### src/rtl/stride_sequence_allocator_table_macros.svh
// assertion helpers for the sequence table
`ifndef STRIDE_SEQUENCE_ALLOCATOR_TABLE_MACROS_SVH
`define STRIDE_SEQUENCE_ALLOCATOR_TABLE_MACROS_SVH

// implication checked every cycle outside reset
`define SSAT_ASSERT_IMP(label, clk, rst_n, ante, cons) \
  label: assert property (@(posedge clk) disable iff (!rst_n) (ante) |-> (cons)) \
    else $error("assertion failed");

// implication checked in the cycle after the antecedent
`define SSAT_ASSERT_NXT(label, clk, rst_n, ante, cons) \
  label: assert property (@(posedge clk) disable iff (!rst_n) (ante) |=> (cons)) \
    else $error("assertion failed");

`endif

### src/rtl/ssat_pkg.sv
`default_nettype none
package ssat_pkg;

  localparam int unsigned ENTRIES_DEF = 64;
  localparam int unsigned VW = 63;

  // operation codes
  localparam logic [2:0] OP_CREATE = 3'd0;
  localparam logic [2:0] OP_UPDATE = 3'd1;
  localparam logic [2:0] OP_GEN    = 3'd2;
  localparam logic [2:0] OP_DELETE = 3'd3;
  localparam logic [2:0] OP_QUERY  = 3'd4;

  // status codes
  localparam logic [2:0] ST_OK        = 3'd0;
  localparam logic [2:0] ST_NOT_FOUND = 3'd1;
  localparam logic [2:0] ST_EXISTS    = 3'd2;
  localparam logic [2:0] ST_ILLEGAL   = 3'd3;
  localparam logic [2:0] ST_FULL      = 3'd4;
  localparam logic [2:0] ST_OVERFLOW  = 3'd5;

  // register indexes
  localparam logic REG_MAX_STRIDE = 1'b0;
  localparam logic REG_MAX_COUNT  = 1'b1;

  typedef struct packed {
    logic [2:0]    operation;
    logic [VW-1:0] table_key;
    logic [VW-1:0] new_value;
    logic          force_req;
    logic [15:0]   count;
    logic [15:0]   stride;
    logic [15:0]   start_offset;
  } ssat_in_t;

  typedef struct packed {
    logic [2:0]    status;
    logic [VW-1:0] range_start;
    logic [VW-1:0] range_end;
  } ssat_out_t;

  // controller to datapath
  typedef struct packed {
    logic load;      // capture request, clear search
    logic scan;      // look at one entry
    logic div_start;
    logic div_step;
    logic finish;    // compute result and write back
  } ssat_cmd_t;

  // datapath to controller
  typedef struct packed {
    logic scan_last;
    logic need_div;
    logic div_last;
  } ssat_sts_t;

endpackage
`default_nettype wire

### src/rtl/ssat_ctrl.sv
`default_nettype none
module ssat_ctrl
  import ssat_pkg::*;
(
  input  wire logic       clk,
  input  wire logic       rst_n,
  input  wire logic       in_valid,
  output logic            in_stall,
  output logic            out_valid,
  input  wire logic       out_stall,
  input  wire ssat_sts_t  sts,
  output ssat_cmd_t       cmd
);

  typedef enum logic [4:0] {
    S_IDLE = 5'b00001,
    S_SCAN = 5'b00010,
    S_DIV  = 5'b00100,
    S_FIN  = 5'b01000,
    S_OUT  = 5'b10000
  } state_t;

  state_t state_r, state_nxt;

  // next state and commands
  always_comb begin
    state_nxt = state_r;
    cmd = '0;
    case (state_r)
      S_IDLE: begin
        if (in_valid) begin
          cmd.load = 1'b1;
          state_nxt = S_SCAN;
        end
      end
      S_SCAN: begin
        cmd.scan = 1'b1;
        if (sts.scan_last) begin
          if (sts.need_div) begin
            cmd.div_start = 1'b1;
            state_nxt = S_DIV;
          end else begin
            state_nxt = S_FIN;
          end
        end
      end
      S_DIV: begin
        cmd.div_step = 1'b1;
        if (sts.div_last) state_nxt = S_FIN;
      end
      S_FIN: begin
        cmd.finish = 1'b1;
        state_nxt = S_OUT;
      end
      S_OUT: begin
        if (!out_stall) state_nxt = S_IDLE;
      end
      default: state_nxt = S_IDLE;
    endcase
  end

  assign in_stall  = (state_r != S_IDLE);
  assign out_valid = (state_r == S_OUT);

  // state register
  always_ff @(posedge clk) begin
    if (!rst_n) state_r <= S_IDLE;
    else        state_r <= state_nxt;
  end

endmodule
`default_nettype wire

### config.mk
export PLATFORM = sky130hd
export DESIGN_NAME = ssat_ctrl
export DESIGN_NICKNAME = d
export VERILOG_FILES = /design/src/rtl/stride_sequence_allocator_table_macros.svh /design/src/rtl/ssat_pkg.sv /design/src/rtl/ssat_ctrl.sv
export SDC_FILE = /design/constraint.sdc
export NUM_CORES = 1
export LEC_CHECK = 0
export ABC_CLOCK_PERIOD_IN_PS = 4300
export BUFFER_PORTS_ARGS = -buffer_cell sky130_fd_sc_hd__buf_4
export CORE_AREA = 2 2 39 41
export DETAILED_ROUTE_END_ITERATION = 8
export DIE_AREA = 0 0 41 43
export HOLD_SLACK_MARGIN = 0.05
export PLACE_DENSITY = 0.59
export SETUP_SLACK_MARGIN = 0.5
export SYNTH_ARGS = -nofsm -noshare
export SYNTH_HDL_FRONTEND = slang
export SYNTH_SLANG_ARGS = --single-unit
### constraint.sdc
create_clock -name clk -period 4.3 [get_ports clk]
set_input_delay 0.86 -clock clk [delete_from_list [all_inputs] [get_ports clk]]
set_output_delay 0.86 -clock clk [all_outputs]
set_load 0.03 [all_outputs]
# Word level (Yosys, flattened, before mapping)
# Cells that the tools add are included.
word_totals:
  out_inout_bits: 7
  elab_cells: 25
  input_bits: 7
  ff_bits: 5
op_classes:
  reduce_logical: 1
  muxes: 13
  n_eq_ne: 10
op_table:
  columns: ["cell", "n"]
  rows:
  - ["5-bit case mux with 5 select lines", 1]
  - ["5-bit two-way mux", 4]
  - ["2-bit inequality test (second input constant)", 4]
  - ["1-bit two-way mux", 6]
  - ["5-bit by 1-bit equality test with 1-bit output (second input constant)", 1]
  - ["5-bit by 2-bit equality test with 1-bit output (second input constant)", 1]
  - ["5-bit by 3-bit equality test with 1-bit output (second input constant)", 1]
  - ["5-bit by 4-bit equality test with 1-bit output (second input constant)", 1]
  - ["5-bit equality test (second input constant)", 1]
  - ["5-bit by 1-bit inequality test with 1-bit output (second input constant)", 1]
  - ["4-bit two-way mux", 1]
  - ["4-bit AND reduction", 1]
  - ["2-bit two-way mux", 1]

# Longest topological paths before layout
# Gate-level depths: netlist (run 1).
logic_depth:
  word_depth: 3
  depth_mapped: 5
  ltp_nobuf: 4

# Worst setup path before layout (run 1)
# OpenSTA, ideal clock, no wires.
synth_timing:
  path_type: "reg-to-output"
  from: "register state_r[2]"
  to: "output cmd[2] in the netlist's numbering"
  t_arrival_ns: 1.812
  t_required_ns: 3.440
  path_stages_with_launch: 5
  path_slack_ns: 1.628
  cell_sequence: "dfxtp_1 -> buf_6 -> or4b_4 -> nor2_1 -> and3_1"
synth_rtl:
  columns: ["item", "line", "rtl"]
  rows:
  - ["start, declared", "ssat_ctrl.sv:23", "state_t state_r, state_nxt;"]
  - ["start signal, assigned", "ssat_ctrl.sv:68", "else state_r <= state_nxt;"]
  - ["end, declared", "ssat_ctrl.sv:12", "output ssat_cmd_t cmd"]

==> qor.json, run 1 <==
{
  "status": {
    "status": "finished, final reports clean"
  },
  "pwr": {
    "power.clock.fraction_pct": 37.8,
    "switch_share_pct": 29.5,
    "power.share.sequential_pct": 37.7,
    "p_switching_mw": 0.0420,
    "report.power.total_mw": 0.143,
    "cellLeakagePower_nw": 0.232,
    "powerDensity_nw_per_um2": 306,
    "comb_power_share_pct": 24.5,
    "internal_power_mw": 0.101,
    "power.ir.vdd_worst_v": 0.000184
  },
  "sta": {
    "slew_headroom_pct": 79.4,
    "final_critical_path_setup_slack_ps": 1760,
    "hold_viol_final": 0,
    "timing.final.crit_share_pct": 59.2,
    "min_period_ps": 2540,
    "final_report_max_slew_violation_count": 0,
    "setup_repair_after_global_routing_missed_its_margin": "no",
    "setup-tns-final_ps": 0,
    "clock.fmax_ghz": 0.393,
    "skew_ps": 0.579,
    "final_setup_fails": 0,
    "timing_worst_slew_pin_value_ps": 309
  },
  "grt": {
    "grt_pass1_vias": 320,
    "grt_antenna_before_repair": 0,
    "overall_track_demand_over_capacity_in_global_routing_pct": 11.1,
    "overall_overflow_remaining_after_global_route": 0,
    "grt_first_pass_wirelength_mm": 1.28,
    "grt_max_degree": 10
  },
  "floorplan": {
    "die_area_um2": 1760,
    "boundaryPins": 14,
    "rows": 14,
    "placeableCoreArea_um2": 1380,
    "die_width_um": 41,
    "start_util_pct": 25.0,
    "dieHeight_um": 43
  },
  "layout": {
    "design_area_um2": 467,
    "reg_top3": "state_r (5)",
    "antenna_cells_inserted": 0,
    "nFillCells": 150,
    "layout.cells.most_common_list": "13 x buf_4, 8 x nor2_1, 5 x dfxtp_1",
    "final_net_count": 65,
    "layout.cells.most_common": "buf_4",
    "syn_to_final_growth_pct": 35.1,
    "post_route_cells_drive_above_1_share_pct": 36.8,
    "number_of_flip_flops_under_the_largest_register_name": 5,
    "top_register": "state_r"
  },
  "detailed_routing": {
    "avgViaCountPerCell": 4.73,
    "num_vias": 345,
    "drt-pass1-iter-count": 4,
    "dr.first_iter.drc_count": 3,
    "drc": 0,
    "drt.antenna.violating_nets": 0,
    "post_drt_wl_per_cell_um": 10.9,
    "wirelength_um": 793
  },
  "worst_setup_path": {
    "worstPathCellList": "or4b_4 -> nor2_1 -> and3_1 -> buf_4",
    "timing.reg2reg.worst_path_depth": 4,
    "crit_path_end_kind": "output pin",
    "setup.reg_to_reg.worst_slack_ps": 2690,
    "cp_slowest_stage_delay_ps": 570,
    "cp_max_fo": 9,
    "cp-start-kind": "register",
    "worst-setup-path-type": "reg2out",
    "signal_arrival_time_at_the_worst_endpoint_ps": 1680,
    "rr_endpoint": "state_r[0]$_SDFFE_PN1P_",
    "worst-endpoint-required_ps": 3440,
    "crit_path_start": "state_r[2]$_SDFFE_PN0P_",
    "timing.critical_path.slowest_stage_cell": "or4b_4",
    "critical_path.reg2reg.startpoint": "state_r[2]$_SDFFE_PN0P_"
  },
  "worst_hold_path": {
    "holdCritStartpoint": "state_r[3]$_SDFFE_PN0P_",
    "hold-path-cell-count": 2,
    "hp-class": "reg2reg",
    "hold_end": "state_r[4]$_SDFFE_PN0P_"
  },
  "logic_synthesis": {
    "synth-edff-count": 0,
    "mappedNetlistNets": 50,
    "post_synth_num_cell_types": 27,
    "yosys_most_used_dff": "dfxtp_1",
    "ys_seq_area_share_pct": 29.0,
    "syn_avg_cell_area_um2": 8.03,
    "yosysWarningCount": 0,
    "post_synth_inst_count": 43,
    "register_bit_count_reported_by_yosys": 5,
    "async_flop_share_pct": 0,
    "post_synth_instance_area_um2": 345
  },
  "run": {
    "max_cap_viol_count": 0
  },
  "clock_tree": {
    "cts_tree": "done",
    "holdBufCountCts": 0,
    "clk_latency_ps": 240,
    "ctsLongestPathBuffers": 2,
    "clockRootBuffer": "clkbuf_4",
    "clk_pin_slew_worst_paths_ps": 40,
    "numCtsBuffers": 3,
    "cts_sinks": 5,
    "post_cts.resized_instances": 0,
    "postCtsSetupRepairBufs": 0,
    "cts_htree_levels": 1
  },
  "placed_design": {
    "io_buffer_count": 13,
    "place_congestion": 0.747,
    "dpl_cell_area_um2": 440,
    "hpwlAfterDp_um": 605,
    "place_worst_setup_slack_ps": 2020
  }
}
## cell families (layout without fill, tap and decap cells)
kind of cell / after synthesis / after routing / synth area share [%]
compound gates: 8 / 8 / 18.1
xor+xnor: 1 / 1 / 2.54
buf+inv: 6 / 20 / 9.78
flops: 5 / 5 / 29.0
mux: 1 / 1 / 2.90
simple gates: 22 / 22 / 37.7
## per-layer routing
metal	vias up	GRT usage (%)	part of all wire, %
met5	-	0	0
li1	180	-	-
met1	151	13.5	46
met3	0	6.28	6.3
met4	0	4.00	0
met2	14	15.9	48
## Yosys cell counts, drive strengths merged, types with 2 or more instances
| master | number | share of area, % |
|---|---|---|
| inv | 3 | 3.3 |
| buf | 2 | 5.4 |
| nor3 | 2 | 2.9 |
| o21ai | 2 | 4.0 |
| nand3 | 3 | 4.3 |
| or3 | 2 | 5.4 |
| dfxtp | 5 | 29 |
| nor2 | 8 | 8.7 |
## final cells by class
class	instances	area [um2]	share of cell area, %
Multi-Input combinational cell	32	211	45.3
Sequential cell	5	100	21.4
Timing Repair Buffer	13	97.6	20.9
Clock buffer	4	26.3	5.63
Tap cell	16	20.0	4.29
Inverter	3	11.3	2.41
## power by group through the flow
stage	Sequential (mW)	Combinational, mW	Clock, mW
floorplan	0.0512	0.0257	0
global placement	0.0543	0.0350	0
detailed placement	0.0545	0.0349	0
CTS	0.0538	0.0352	0.0556
global route	0.0542	0.0377	0.0602
finish	0.0538	0.0350	0.0539
## worst max path at each step
stage / endpoint / slack, ps / cells past startpoint
6_report: cmd[2] / 1760 / 4
5_1_grt: cmd[2] / 1670 / 4
4_1_cts: cmd[2] / 1750 / 4
3_5_place_dp: cmd[2] / 2020 / 4
3_3_place_gp: cmd[2] / 2030 / 4
2_1_floorplan: cmd[2] / 1630 / 4
## worst max-delay path: cells and delay by family (launching register included)
| kind | cells | cell delay [ps] |
|---|---|---|
| flip-flops | 1 | 390 |
| AND/OR/NAND/NOR | 3 | 890 |
| buffers and inverters | 1 | 160 |
## through the flow
step                      hold slack [ps]  util (%)  instances
after floorplan                       569         -         43
after global placement                613      31.8         69
after detailed placement              620      31.8         69
after CTS                             628      33.7         73
after global routing                  675      33.7         73
final                                 625      33.7         73
(Power assumes the default switching activity.)
==> inputs of run 2 (changes only) <==
- ABC_CLOCK_PERIOD_IN_PS: 4300 -> 2600
- clock period: 4.3 -> 2.6 ns (I/O delays scaled with it)
==> qor.json, run 2 (synthesis results as in run 1) <==
{
  "status": {
    "status": {"value": "finished, final reports clean", "change": "unchanged"}
  },
  "layout": {
    "layout.cells.most_common": {"value": "buf_4", "change": "unchanged"},
    "antenna_cells_inserted": {"value": 0, "change": "unchanged"},
    "reg_top3": {"value": "state_r (5)", "change": "unchanged"},
    "syn_to_final_growth": {"value": 53.6, "unit": "%", "change": "was 35.1%"},
    "final_net_count": {"value": 69, "change": "was 65"},
    "final-instance-count-excl-fill": {"value": 77, "change": "was 73"},
    "top_register": {"value": "state_r", "change": "unchanged"},
    "post_route_cells_drive_above_1_share": {"value": 52.5, "unit": "%", "change": "was 36.8%"},
    "number_of_flip_flops_under_the_largest_register_name": {"value": 5, "change": "unchanged"},
    "layout.cells.most_common_list": {"value": "16 x buf_4, 7 x nor2_1", "change": "was 13 x buf_4, 8 x nor2_1, 5 x dfxtp_1"}
  },
  "sta": {
    "skew": {"value": 1.96, "unit": "ps", "change": "was 0.579 ps"},
    "setup-tns-final": {"value": 0, "unit": "ps", "change": "unchanged"},
    "setup_repair_after_global_routing_missed_its_margin": {"value": "yes", "change": "was no"},
    "min_period_ps": 2070,
    "hold_viol_final": {"value": 0, "change": "unchanged"},
    "slew_headroom": {"value": 78.7, "unit": "%", "change": "was 79.4%"},
    "final_report_max_slew_violation_count": {"value": 0, "change": "unchanged"},
    "timing_worst_slew_pin_value": {"value": 319, "unit": "ps", "change": "was 309 ps"},
    "final_setup_fails": {"value": 0, "change": "unchanged"},
    "clock.fmax_ghz": 0.483,
    "timing.final.crit_share_pct": 79.7
  },
  "worst_setup_path": {
    "timing.critical_path.slowest_stage_cell": {"value": "or4b_4", "change": "unchanged"},
    "signal_arrival_time_at_the_worst_endpoint": {"value": 1550, "unit": "ps", "change": "was 1680 ps"},
    "crit_path_end_kind": {"value": "output pin", "change": "unchanged"},
    "cp_slowest_stage_delay": {"value": 550, "unit": "ps", "change": "was 570 ps"},
    "worstPathCellList": {"value": "or4b_4 -> nor2_4 -> and3_4 -> buf_6", "change": "was or4b_4 -> nor2_1 -> and3_1 -> buf_4"},
    "critical_path_buf_inv_count": {"value": 1, "change": "unchanged"},
    "worst-endpoint-required": {"value": 2080, "unit": "ps", "change": "was 3440 ps"},
    "cp-start-kind": {"value": "register", "change": "unchanged"},
    "timing.critical_path.max_delay_family": {"value": "simple AND/OR/NAND/NOR gates", "change": "unchanged"},
    "worst-setup-path-type": {"value": "reg2out", "change": "unchanged"},
    "cp_max_fo": {"value": 2, "change": "was 9"}
  },
  "grt": {
    "grt_max_degree": {"value": 10, "change": "unchanged"},
    "grt_first_pass_wirelength": {"value": 1.39, "unit": "mm", "change": "was 1.28 mm"},
    "overall_track_demand_over_capacity_in_global_routing": {"value": 12.2, "unit": "%", "change": "was 11.1%"},
    "overall_overflow_remaining_after_global_route": {"value": 0, "change": "unchanged"},
    "grt_antenna_before_repair": {"value": 0, "change": "unchanged"},
    "grt_pass1_vias": {"value": 331, "change": "was 320"}
  },
  "floorplan": {
    "rows": {"value": 14, "change": "unchanged"},
    "dieHeight": {"value": 43, "unit": "um", "change": "unchanged"},
    "die_area": {"value": 1760, "unit": "um2", "change": "unchanged"},
    "start_util": {"value": 25.0, "unit": "%", "change": "unchanged"},
    "die_width": {"value": 41, "unit": "um", "change": "unchanged"},
    "boundaryPins": {"value": 14, "change": "unchanged"},
    "placeableCoreArea": {"value": 1380, "unit": "um2", "change": "unchanged"}
  },
  "run": {
    "max_cap_viol_count": {"value": 0, "change": "unchanged"}
  },
  "placed_design": {
    "post-place-cells": {"value": 69, "change": "unchanged"},
    "place_congestion": {"value": 0.800, "change": "was 0.747"},
    "io_buffer_count": {"value": 13, "change": "unchanged"},
    "hpwlAfterDp": {"value": 563, "unit": "um", "change": "was 605 um"}
  },
  "clock_tree": {
    "cts_tree": {"value": "done", "change": "unchanged"},
    "clk_pin_slew_worst_paths": {"value": 50, "unit": "ps", "change": "was 40 ps"},
    "clk_latency": {"value": 250, "unit": "ps", "change": "was 240 ps"},
    "holdBufCountCts": {"value": 0, "change": "unchanged"},
    "clockRootBuffer": {"value": "clkbuf_4", "change": "unchanged"},
    "numCtsBuffers": {"value": 3, "change": "unchanged"},
    "ctsLongestPathBuffers": {"value": 2, "change": "unchanged"},
    "cts_htree_levels": {"value": 1, "change": "unchanged"},
    "cts_sinks": {"value": 5, "change": "unchanged"}
  },
  "detailed_routing": {
    "dr.first_iter.drc_count": {"value": 9, "change": "was 3"},
    "drt.antenna.violating_nets": {"value": 0, "change": "unchanged"},
    "num_vias": {"value": 380, "change": "was 345"},
    "wirelength": {"value": 830, "unit": "um", "change": "was 793 um"},
    "avgViaCountPerCell": {"value": 4.94, "change": "was 4.73"},
    "drt-pass1-iter-count": {"value": 4, "change": "unchanged"},
    "post_drt_wl_per_cell": {"value": 10.8, "unit": "um", "change": "was 10.9 um"},
    "drc": {"value": 0, "change": "unchanged"}
  },
  "pwr": {
    "power.ir.vdd_worst": {"value": 0.000183, "unit": "V", "change": "was 0.000184 V"},
    "powerDensity": {"value": 465, "unit": "nW/um2", "change": "was 306 nW/um2"},
    "cellLeakagePower": {"value": 0.256, "unit": "nW", "change": "was 0.232 nW"}
  },
  "worst_hold_path": {
    "hp-class": {"value": "in2reg", "change": "was reg2reg"}
  }
}
[run 2: repair_timing]
action,4_1_cts,5_1_grt
hold endpoints to repair,0,0
resized for setup,10,0
setup endpoints to repair,1,1
pin swaps,3,1
buffers inserted,4,0
[run 2: where the power goes]
group	internal (mW)	switching [mW]	total, mW
registers	0.0796	0.00747	0.0870
clock network	0.0585	0.0395	0.0980
logic	0.0293	0.0321	0.0614
[run 2: final timing paths]
check / startpoint / endpoint / slack, ps / cells past startpoint
worst max register to register: state_r[3]$_SDFFE_PN0P_ / state_r[0]$_SDFFE_PN1P_ / 1060 / 4
worst min-delay path: rst_n / state_r[1]$_SDFFE_PN0P_ / 490 / 2
worst max-delay path: state_r[3]$_SDFFE_PN0P_ / cmd[2] / 530 / 4
worst min register to register: state_r[0]$_SDFFE_PN1P_ / state_r[3]$_SDFFE_PN0P_ / 590 / 2
[run 2: layer usage]
layer | global-route usage (%) | share of wire, % | vias up
li1 | - | - | 189
met1 | 15.8 | 47 | 174
met2 | 15.9 | 44 | 14
met3 | 3.14 | 5.9 | 3
met4 | 10.0 | 3.0 | 0
met5 | 0 | 0 | -
[run 2: final cells by class]
cell class / count / area [um2]
multi-input cells: 32 / 229
inverters: 3 / 11.3
fillers: 150 / 853
flip-flops and latches: 5 / 113
repair buffers: 17 / 131
well taps: 16 / 20.0
clock buffers: 4 / 26.3
[run 2: through the flow]
stage | worst slack (ps) | util [%] | cell area (um2) | total power, mW | hold WS, ps
final | 528 | 38.3 | 531 | 0.246 | 491
after global routing | 484 | 38.3 | 531 | 0.259 | 513
after CTS | 503 | 38.3 | 531 | 0.247 | 495
after detailed placement | 686 | 32.4 | 448 | 0.149 | 619
after global placement | 685 | 32.4 | 448 | 0.149 | 618
after floorplan | 433 | - | 353 | 0.128 | 581
